### src/bptt_pkg.sv
// Package for the bank page table translator: command codes, register indexes,
// stream field positions and fixed constants. No dependencies.

package bptt_pkg;

    localparam logic [2:0] CMD_MAP_PRG   = 3'd0;
    localparam logic [2:0] CMD_MAP_CHR   = 3'd1;
    localparam logic [2:0] CMD_CPU_READ  = 3'd2;
    localparam logic [2:0] CMD_CPU_WRITE = 3'd3;
    localparam logic [2:0] CMD_PPU_READ  = 3'd4;
    localparam logic [2:0] CMD_PPU_WRITE = 3'd5;

    localparam logic [2:0] REG_PRG_ROM_SIZE_LOG2   = 3'd0;
    localparam logic [2:0] REG_CHR_ROM_SIZE_LOG2   = 3'd1;
    localparam logic [2:0] REG_CHR_IS_RAM          = 3'd2;
    localparam logic [2:0] REG_PRG_SLOT_PAGES_LOG2 = 3'd3;
    localparam logic [2:0] REG_CHR_SLOT_PAGES_LOG2 = 3'd4;

    localparam logic [4:0] RST_PRG_ROM_SIZE_LOG2   = 5'd15;
    localparam logic [4:0] RST_CHR_ROM_SIZE_LOG2   = 5'd13;
    localparam logic       RST_CHR_IS_RAM          = 1'b0;
    localparam logic [2:0] RST_PRG_SLOT_PAGES_LOG2 = 3'd6;
    localparam logic [2:0] RST_CHR_SLOT_PAGES_LOG2 = 3'd5;

    localparam logic [15:0] PRG_BASE      = 16'h8000;
    localparam logic [15:0] PPU_ADDR_MASK = 16'h1FFF;

    localparam int CHR_PAGES = 32;
    localparam int CHR_IDX_W = 5;

    // input tdata layout
    localparam int IN_TDATA_W = 72;
    localparam int RUN_LSB    = 0;
    localparam int SLOT_LSB   = 2;
    localparam int BANK_LSB   = 10;
    localparam int BOFF_LSB   = 26;
    localparam int ADDR_LSB   = 48;
    localparam int WDATA_LSB  = 64;

    // output tdata layout
    localparam int OUT_TDATA_W = 32;

endpackage

### src/bank_page_table_translator_unit.sv
// Top level of the bank page table translator: page tables in two synchronous
// memories, map sequencer, lookup and result register. Uses bptt_pkg.

// For a CPU or PPU access the page table entry is read at the transfer into
// the block, and the translated result is registered from the table read data
// once the output register is free. A new item is taken only in the idle
// state, after the last item has been passed to the output register. A map
// command writes one page table entry per cycle through the single write port
// of the selected table, run length times slot pages entries, cut at the table
// end. Each item, map commands included, yields one result transfer; a map
// result has every field zero. Valid bits in flip-flops mark mapped pages, so
// the tables need no clearing after reset.

module bank_page_table_translator_unit #(
    parameter int ROM_ADDR_BITS = 22,
    parameter int PRG_PAGES     = 128
) (
    input  logic        aclk,
    input  logic        aresetn,
    // command
    input  logic [2:0]  s_tuser,
    // run_log2, slot, bank, bank_offset, address, write_data
    input  logic [bptt_pkg::IN_TDATA_W-1:0] s_tdata,
    input  logic        s_tvalid,
    output logic        s_tready,
    // target
    output logic [0:0]  m_tuser,
    // rom_offset, mapped, write_enable, write_data_out
    output logic [bptt_pkg::OUT_TDATA_W-1:0] m_tdata,
    output logic        m_tvalid,
    input  logic        m_tready,
    input  logic        psel,
    input  logic        penable,
    input  logic        pwrite,
    input  logic [4:0]  paddr,
    input  logic [31:0] pwdata,
    output logic [31:0] prdata,
    output logic        pready
);

    localparam int RA        = ROM_ADDR_BITS;
    localparam int PRG_IDX_W = $clog2(PRG_PAGES);
    localparam int CHR_W     = bptt_pkg::CHR_IDX_W;

    localparam logic [1:0] ST_IDLE = 2'd0;
    localparam logic [1:0] ST_LOOK = 2'd1;
    localparam logic [1:0] ST_FILL = 2'd2;
    localparam logic [1:0] ST_DONE = 2'd3;

    function automatic logic [RA-1:0] size_mask(input logic [4:0] lg);
        logic [RA-1:0] m;
        m = '0;
        for (int b = 0; b < RA; b++) begin
            m[b] = (b < int'(lg));
        end
        return m;
    endfunction

    // configuration
    logic [4:0] prg_size_reg;
    logic [4:0] chr_size_reg;
    logic       chr_ram_reg;
    logic [2:0] prg_spl_reg;
    logic [2:0] chr_spl_reg;

    logic       cfg_wr;
    logic [2:0] cfg_idx;

    assign pready  = 1'b1;
    assign cfg_wr  = psel && penable && pwrite && pready;
    assign cfg_idx = paddr[4:2];

    always_ff @(posedge aclk) begin
        if (!aresetn) begin
            prg_size_reg <= bptt_pkg::RST_PRG_ROM_SIZE_LOG2;
            chr_size_reg <= bptt_pkg::RST_CHR_ROM_SIZE_LOG2;
            chr_ram_reg  <= bptt_pkg::RST_CHR_IS_RAM;
            prg_spl_reg  <= bptt_pkg::RST_PRG_SLOT_PAGES_LOG2;
            chr_spl_reg  <= bptt_pkg::RST_CHR_SLOT_PAGES_LOG2;
        end else if (cfg_wr) begin
            unique case (cfg_idx)
                bptt_pkg::REG_PRG_ROM_SIZE_LOG2:   prg_size_reg <= pwdata[4:0];
                bptt_pkg::REG_CHR_ROM_SIZE_LOG2:   chr_size_reg <= pwdata[4:0];
                bptt_pkg::REG_CHR_IS_RAM:          chr_ram_reg  <= pwdata[0];
                bptt_pkg::REG_PRG_SLOT_PAGES_LOG2: prg_spl_reg  <= pwdata[2:0];
                bptt_pkg::REG_CHR_SLOT_PAGES_LOG2: chr_spl_reg  <= pwdata[2:0];
                default: ;
            endcase
        end
    end

    always_comb begin
        unique case (cfg_idx)
            bptt_pkg::REG_PRG_ROM_SIZE_LOG2:   prdata = {27'd0, prg_size_reg};
            bptt_pkg::REG_CHR_ROM_SIZE_LOG2:   prdata = {27'd0, chr_size_reg};
            bptt_pkg::REG_CHR_IS_RAM:          prdata = {31'd0, chr_ram_reg};
            bptt_pkg::REG_PRG_SLOT_PAGES_LOG2: prdata = {29'd0, prg_spl_reg};
            bptt_pkg::REG_CHR_SLOT_PAGES_LOG2: prdata = {29'd0, chr_spl_reg};
            default:                           prdata = 32'd0;
        endcase
    end

    // input fields
    logic [1:0]  in_run;
    logic [7:0]  in_slot;
    logic [15:0] in_bank;
    logic [21:0] in_boff;
    logic [15:0] in_addr;
    logic [7:0]  in_wdata;
    logic [2:0]  in_cmd;

    assign in_cmd   = s_tuser;
    assign in_run   = s_tdata[bptt_pkg::RUN_LSB +: 2];
    assign in_slot  = s_tdata[bptt_pkg::SLOT_LSB +: 8];
    assign in_bank  = s_tdata[bptt_pkg::BANK_LSB +: 16];
    assign in_boff  = s_tdata[bptt_pkg::BOFF_LSB +: 22];
    assign in_addr  = s_tdata[bptt_pkg::ADDR_LSB +: 16];
    assign in_wdata = s_tdata[bptt_pkg::WDATA_LSB +: 8];

    logic [1:0] state_reg;
    logic [1:0] state_next;
    logic       in_xfer;

    assign s_tready = (state_reg == ST_IDLE);
    assign in_xfer  = s_tvalid && s_tready;

    // access address decode
    logic [15:0]          prg_rel;
    logic                 prg_in_range;
    logic [PRG_IDX_W-1:0] prg_ridx;
    logic [15:0]          chr_a;
    logic [CHR_W-1:0]     chr_ridx;

    assign prg_rel      = in_addr - bptt_pkg::PRG_BASE;
    assign prg_in_range = (in_addr >= bptt_pkg::PRG_BASE) && (prg_rel[15:8] < 8'(PRG_PAGES));
    assign prg_ridx     = prg_rel[8 +: PRG_IDX_W];
    assign chr_a        = in_addr & bptt_pkg::PPU_ADDR_MASK;
    assign chr_ridx     = chr_a[8 +: CHR_W];

    // tables
    logic [RA-1:0]            prg_mem [PRG_PAGES];
    logic [RA:0]              chr_mem [bptt_pkg::CHR_PAGES];
    logic [PRG_PAGES-1:0]     prg_valid_reg;
    logic [bptt_pkg::CHR_PAGES-1:0] chr_valid_reg;
    logic [RA-1:0]            prg_rd_reg;
    logic [RA:0]              chr_rd_reg;

    // lookup context
    logic [2:0] cmd_reg;
    logic       hit_reg;
    logic [7:0] lo_reg;
    logic [7:0] wdata_reg;

    // fill sequencer
    logic          fill_chr_reg;
    logic [2:0]    fill_pl_reg;
    logic [17:0]   fill_start_reg;
    logic [10:0]   fill_j_reg;
    logic [10:0]   fill_total_reg;
    logic [15:0]   fill_bank_reg;
    logic [21:0]   fill_boff_reg;
    logic [RA-1:0] fill_mask_reg;
    logic          fill_wr_reg;

    logic [2:0]    map_pl;
    logic [18:0]   fill_idx;
    logic          fill_end;
    logic          fill_we;
    logic [2:0]    fill_i;
    logic [6:0]    fill_k;
    logic [15:0]   fill_b;
    logic [RA-1:0] fill_base;
    logic [RA-1:0] fill_off;

    assign map_pl   = (in_cmd == bptt_pkg::CMD_MAP_CHR) ? chr_spl_reg : prg_spl_reg;
    assign fill_idx = {1'b0, fill_start_reg} + 19'(fill_j_reg);
    assign fill_end = (fill_j_reg == fill_total_reg) ||
                      (fill_idx >= (fill_chr_reg ? 19'(bptt_pkg::CHR_PAGES) : 19'(PRG_PAGES)));
    assign fill_we  = (state_reg == ST_FILL) && !fill_end;
    assign fill_i   = 3'(fill_j_reg >> fill_pl_reg);
    assign fill_k   = 7'(fill_j_reg & ((11'd1 << fill_pl_reg) - 11'd1));
    assign fill_b   = fill_bank_reg + 16'(fill_i);
    assign fill_base = RA'(31'({fill_b, 8'h00}) << fill_pl_reg);
    assign fill_off = (fill_base + RA'(fill_boff_reg) + RA'({fill_k, 8'h00})) & fill_mask_reg;

    always_ff @(posedge aclk) begin
        if (in_xfer) begin
            prg_rd_reg <= prg_mem[prg_ridx];
            chr_rd_reg <= chr_mem[chr_ridx];
        end
        if (fill_we && !fill_chr_reg) begin
            prg_mem[fill_idx[PRG_IDX_W-1:0]] <= fill_off;
        end
        if (fill_we && fill_chr_reg) begin
            chr_mem[fill_idx[CHR_W-1:0]] <= {fill_wr_reg, fill_off};
        end
    end

    always_ff @(posedge aclk) begin
        if (!aresetn) begin
            prg_valid_reg <= '0;
            chr_valid_reg <= '0;
        end else if (fill_we) begin
            if (fill_chr_reg) begin
                chr_valid_reg[fill_idx[CHR_W-1:0]] <= 1'b1;
            end else begin
                prg_valid_reg[fill_idx[PRG_IDX_W-1:0]] <= 1'b1;
            end
        end
    end

    always_ff @(posedge aclk) begin
        if (in_xfer) begin
            cmd_reg        <= in_cmd;
            lo_reg         <= in_addr[7:0];
            wdata_reg      <= in_wdata;
            hit_reg        <= ((in_cmd == bptt_pkg::CMD_CPU_READ ||
                                in_cmd == bptt_pkg::CMD_CPU_WRITE) &&
                               prg_in_range && prg_valid_reg[prg_ridx]) ||
                              ((in_cmd == bptt_pkg::CMD_PPU_READ ||
                                in_cmd == bptt_pkg::CMD_PPU_WRITE) &&
                               chr_valid_reg[chr_ridx]);
            fill_chr_reg   <= (in_cmd == bptt_pkg::CMD_MAP_CHR);
            fill_pl_reg    <= map_pl;
            fill_start_reg <= (18'(in_slot) << in_run) << map_pl;
            fill_total_reg <= 11'd1 << (4'(in_run) + 4'(map_pl));
            fill_bank_reg  <= in_bank;
            fill_boff_reg  <= in_boff;
            fill_mask_reg  <= size_mask((in_cmd == bptt_pkg::CMD_MAP_CHR) ?
                                        chr_size_reg : prg_size_reg);
            fill_wr_reg    <= (in_cmd == bptt_pkg::CMD_MAP_CHR) && chr_ram_reg;
        end
    end

    // fill counter
    always_ff @(posedge aclk) begin
        if (in_xfer) begin
            fill_j_reg <= '0;
        end else if (fill_we) begin
            fill_j_reg <= fill_j_reg + 11'd1;
        end
    end

    // lookup result
    logic           is_ppu;
    logic [RA-1:0]  look_mask;
    logic [RA-1:0]  look_sum;
    logic [21:0]    look_off;
    logic           look_we;
    logic           out_free;

    assign is_ppu    = (cmd_reg == bptt_pkg::CMD_PPU_READ) ||
                       (cmd_reg == bptt_pkg::CMD_PPU_WRITE);
    assign look_mask = size_mask(is_ppu ? chr_size_reg : prg_size_reg);
    assign look_sum  = ((is_ppu ? chr_rd_reg[RA-1:0] : prg_rd_reg) + RA'(lo_reg)) & look_mask;
    assign look_off  = hit_reg ? 22'(look_sum) : 22'd0;
    assign look_we   = hit_reg && (cmd_reg == bptt_pkg::CMD_PPU_WRITE) && chr_rd_reg[RA];
    assign out_free  = !m_tvalid || m_tready;

    always_comb begin
        state_next = state_reg;
        unique case (state_reg)
            ST_IDLE: begin
                if (in_xfer) begin
                    priority if (in_cmd == bptt_pkg::CMD_MAP_PRG ||
                                 in_cmd == bptt_pkg::CMD_MAP_CHR) begin
                        state_next = ST_FILL;
                    end else if (in_cmd == bptt_pkg::CMD_CPU_READ ||
                                 in_cmd == bptt_pkg::CMD_CPU_WRITE ||
                                 in_cmd == bptt_pkg::CMD_PPU_READ ||
                                 in_cmd == bptt_pkg::CMD_PPU_WRITE) begin
                        state_next = ST_LOOK;
                    end else begin
                        state_next = ST_DONE;
                    end
                end
            end
            ST_LOOK: if (out_free) state_next = ST_IDLE;
            ST_FILL: if (fill_end) state_next = ST_DONE;
            ST_DONE: if (out_free) state_next = ST_IDLE;
            default: state_next = ST_IDLE;
        endcase
    end

    logic m_tvalid_reg;
    logic [bptt_pkg::OUT_TDATA_W-1:0] m_tdata_reg;
    logic m_tuser_reg;

    always_ff @(posedge aclk) begin
        if (!aresetn) begin
            state_reg    <= ST_IDLE;
            m_tvalid_reg <= 1'b0;
        end else begin
            state_reg <= state_next;
            if ((state_reg == ST_LOOK || state_reg == ST_DONE) && out_free) begin
                m_tvalid_reg <= 1'b1;
            end else if (m_tready) begin
                m_tvalid_reg <= 1'b0;
            end
        end
    end

    always_ff @(posedge aclk) begin
        if (state_reg == ST_LOOK && out_free) begin
            m_tdata_reg <= {(look_we ? wdata_reg : 8'd0), look_we, hit_reg, look_off};
            m_tuser_reg <= is_ppu;
        end else if (state_reg == ST_DONE && out_free) begin
            m_tdata_reg <= '0;
            m_tuser_reg <= 1'b0;
        end
    end

    assign m_tvalid   = m_tvalid_reg;
    assign m_tdata    = m_tdata_reg;
    assign m_tuser[0] = m_tuser_reg;

endmodule
### config.mk
export PLATFORM = sky130hd
export DESIGN_NAME = bank_page_table_translator_unit
export DESIGN_NICKNAME = d
export VERILOG_FILES = /design/src/bptt_pkg.sv /design/src/bank_page_table_translator_unit.sv
export SDC_FILE = /design/constraint.sdc
export NUM_CORES = 2
export LEC_CHECK = 0
export BUFFER_PORTS_ARGS = -buffer_cell sky130_fd_sc_hd__buf_2
export CAP_MARGIN = 20
export CORE_MARGIN = 2
export CORE_UTILIZATION = 28
export DETAILED_ROUTE_END_ITERATION = 10
export GPL_TIMING_DRIVEN = 0
export SLEW_MARGIN = 0
export SYNTH_ARGS = -nofsm -noshare
export SYNTH_HDL_FRONTEND = slang
export SYNTH_SLANG_ARGS = --single-unit
### constraint.sdc
create_clock -name aclk -period 11.5 [get_ports aclk]
set_input_delay 3.45 -clock aclk [delete_from_list [all_inputs] [get_ports aclk]]
set_output_delay 3.45 -clock aclk [all_outputs]
set_load 0.05 [all_outputs]
==> impl_metrics.yaml <==
timing:
  finalSetupViolCount: 0
  slew_violations: 0
  period_needed_ns: 8.415
  hold_viol_final: 0
  skew_ns: 0.09279
  tightest_slew_ns: 1.220
  relSlewSlack: 0.1869
  finalSetupTns_ns: 0
  max_freq_mhz: 118.8
  finalCritPeriodShare: 0.7317
  rsz0062_at_grt: "no"
critical_path:
  crit_buf_inv: 6
  worst-r2r-cell-count: 27
  crit_family: "buffers and inverters"
  rrSetupSlack_ns: 3.09
  r2r_end: "prg_mem[85][21]"
  cp_num_cells: 27
  worstPathArrival_ns: 9.10
  crit_top_cell: "a21oi_1"
  worstPathMaxFanout: 92
  max_stage_delay_ns: 0.75
  start_kind: "register"
  critPathCaptureType: "register"
  crit_type: "register to register"
  crit_end: "prg_mem[85][21]"
  cp_data_required_time_ns: 12.19
  slowest_stage: "and2_4"
  r2r_start: "fill_pl_reg[0]"
  worstSetupStartpoint: "fill_pl_reg[0]"
placed_design:
  dp.cells: 15000
  numPortBuffers: 120
  place_congestion: 0.8940
  hpwlAfterDp_um: 303800
  postPlaceCellArea_um2: 171000
final_layout:
  instances_no_fill: 15760
  fin_area_um2: 184200
  drive_gt1_frac: 0.3298
  final_common_cell: "edfxtp_1"
  fill_cells: 50910
  largest_reg_flops: 2816
  syn2layout_area_growth_pct: 19.00
  mostFrequentLayoutCells: "3742 x edfxtp_1, 1208 x mux4_2, 400 x clkbuf_16"
  final_nets: 8292
power_and_ir_drop:
  leakage_uw: 0.05753
  p_comb_frac: 0.081
  p_switching_uw: 7335
  power_per_cell_area_nw_per_um2: 172.4
  clkPwrFrac: 0.407
  p_int_uw: 24410
  ir_drop_mv: 0.1291
  switching_share: 0.2310
  seq_power_share: 0.512
global_routing:
  grt_usage: 0.1481
  overflow: 0
  grt_max_degree: 93
  antenna_found_initial: 38
  grt_pass1_vias: 79140
  grt_first_pass_wirelength_um: 599700
clock_network:
  clk_pin_slew_ns: 0.07
  cts_resized: 0
  cts_tree: "built"
  cts_inserted_buffers: 394
  cts_max_level: 5
  cts_root_buffer: "clkbuf_16"
  hold_buffers: 0
  cts_buffer_depth: 4
  post_cts_buffers: 0
  cts_sinks: 3933
  clkLatencyLatePin_ns: 1.00
route:
  dr.pass1.iters: 6
  num_vias: 79160
  ant_nets: 0
  wire_per_inst_um: 27.18
  vias_per_cell: 5.024
  drt_iter0_markers: 10770
  drc_errors: 0
  wl_um: 428300
floorplan:
  die-area_um2: 558700
  start_util: 0.2805
  ioPinCount: 187
  fp.dieW_um: 747.4
  core_area_um2: 551600
  rows: 273
  fp.dieH_um: 747.4
synthesis:
  netlist_instances: 7134
  syn_avg_cell_area_um2: 21.69
  synthFlopType: "edfxtp_1"
  synth-edff-count: 3742
  yosysWarnings: 0
  ys_ff_latch: 3933
  synthArstFlopShare: 0
  syn-cell-area_um2: 154800
  seq_area_frac_synth: 0.7508
  yosysUniqueCellTypes: 83
status:
  status: "complete, no violations"
flow_run:
  cap_violations: 0
min_path:
  hold_class: "register to register"
[per-stage QoR]
step	hold WS, ns	total power (µW)	setup WS [ns]	util
after global routing	0.4597	32620	2.535	0.3338
after CTS	0.4478	31930	3.185	0.3335
after detailed placement	0.4394	19110	3.083	0.3101
final	0.4516	31750	3.085	0.3338
after floorplan	0.4198	17960	2.276	-
after global placement	0.4282	19090	-0.7169	0.2983
[cell usage after synthesis, types with 5 or more instances]
library cell / instances / area (µm²)
a211oi_1: 9 / 67.56
a21o_1: 10 / 75.07
a21oi_1: 58 / 290.3
a22oi_1: 5 / 37.54
a31oi_1: 7 / 43.79
a32o_1: 9 / 90.09
and2_1: 36 / 225.2
buf_1: 27 / 101.4
buf_2: 112 / 560.5
buf_4: 35 / 262.8
buf_6: 12 / 135.1
clkbuf_1: 237 / 889.6
dfxtp_1: 191 / 3824
edfxtp_1: 3742 / 112400
fa_1: 12 / 240.2
ha_1: 46 / 575.6
inv_1: 30 / 112.6
mux2_2: 47 / 529.3
mux2i_1: 87 / 870.8
mux4_2: 1208 / 27210
nand2_1: 370 / 1389
nand2b_1: 13 / 81.33
nand3_1: 74 / 370.4
nand4_1: 14 / 87.58
nor2_1: 110 / 412.9
nor2b_1: 12 / 75.07
nor3_1: 195 / 975.9
nor4_1: 15 / 93.84
nor4b_1: 6 / 52.55
o211ai_1: 9 / 67.56
o21ai_0: 61 / 305.3
o21ai_1: 123 / 615.6
o22ai_1: 9 / 56.30
o31ai_1: 32 / 240.2
or2_2: 11 / 68.82
or3_1: 11 / 68.82
xnor2_1: 31 / 271.5
xor2_1: 33 / 289.0
[cell families (layout without fill, tap and decap cells)]
logic type	after synthesis	count (layout)	synth area share
flip-flops	3933	3933	0.7508
multiplexers	1342	1342	0.1848
AND/OR/NAND/NOR	908	908	0.02750
buffers and inverters	457	1748	0.01342
AO/OA/AOI/OAI	370	370	0.01450
XOR/XNOR	64	64	0.003622
adder cells (fa/ha/maj)	58	58	0.005271
other	2	46	0.00004853
[worst min-delay path by stage]
stage                      start                end  slack, ns  cells after the start
2_1_floorplan  chr_valid_reg[11]  chr_valid_reg[11]       0.42                      2
3_3_place_gp    chr_valid_reg[8]   chr_valid_reg[8]       0.43                      2
3_5_place_dp    prg_valid_reg[6]   prg_valid_reg[6]       0.44                      2
4_1_cts        prg_valid_reg[86]  prg_valid_reg[86]       0.45                      2
5_1_grt        prg_valid_reg[40]  prg_valid_reg[40]       0.46                      2
6_report       prg_valid_reg[40]  prg_valid_reg[40]       0.45                      2
[power groups by stage]
stage,Clock (µW),Combinational [µW],Sequential (µW)
5_1_grt,13700,2710,16200
6_report,12900,2580,16200
3_3_place_gp,0,2280,16800
4_1_cts,13100,2570,16200
2_1_floorplan,0,1290,16700
3_5_place_dp,0,2570,16500
[worst reg2reg max path: cells and delay by family, from the launching register on]
kind	cells	cell delay [ns]
AND/OR/NAND/NOR	4	1.37
XOR/XNOR	2	0.46
AO/OA/AOI/OAI	9	1.83
multiplexers	2	0.43
flip-flops	1	0.33
adder cells (fa/ha/maj)	4	1.40
buffers and inverters	6	2.19
[layer usage]
metal	global-route usage	vias up	routed length, µm
met2	0.2405	4087	203000
met3	0.03120	756	39190
met4	0.05682	6	19030
met5	0	-	34
li1	-	31990	-
met1	0.1951	42320	167000
[cell type report]
| type | count | area [µm²] | share of cell area |
|---|---|---|---|
| clock inverter | 260 | 2613 | 0.01419 |
| multi-input combinational | 2770 | 37480 | 0.2035 |
| antenna | 18 | 45.04 | 0.0002446 |
| sequential | 3933 | 116200 | 0.6309 |
| tap | 7287 | 9117 | 0.04951 |
| buffer | 423 | 1971 | 0.01070 |
| clock buffer | 472 | 10330 | 0.05609 |
| inverter | 34 | 127.6 | 0.0006930 |
| timing repair buffer | 559 | 6295 | 0.03418 |
Power figures use the tool's default switching activity.
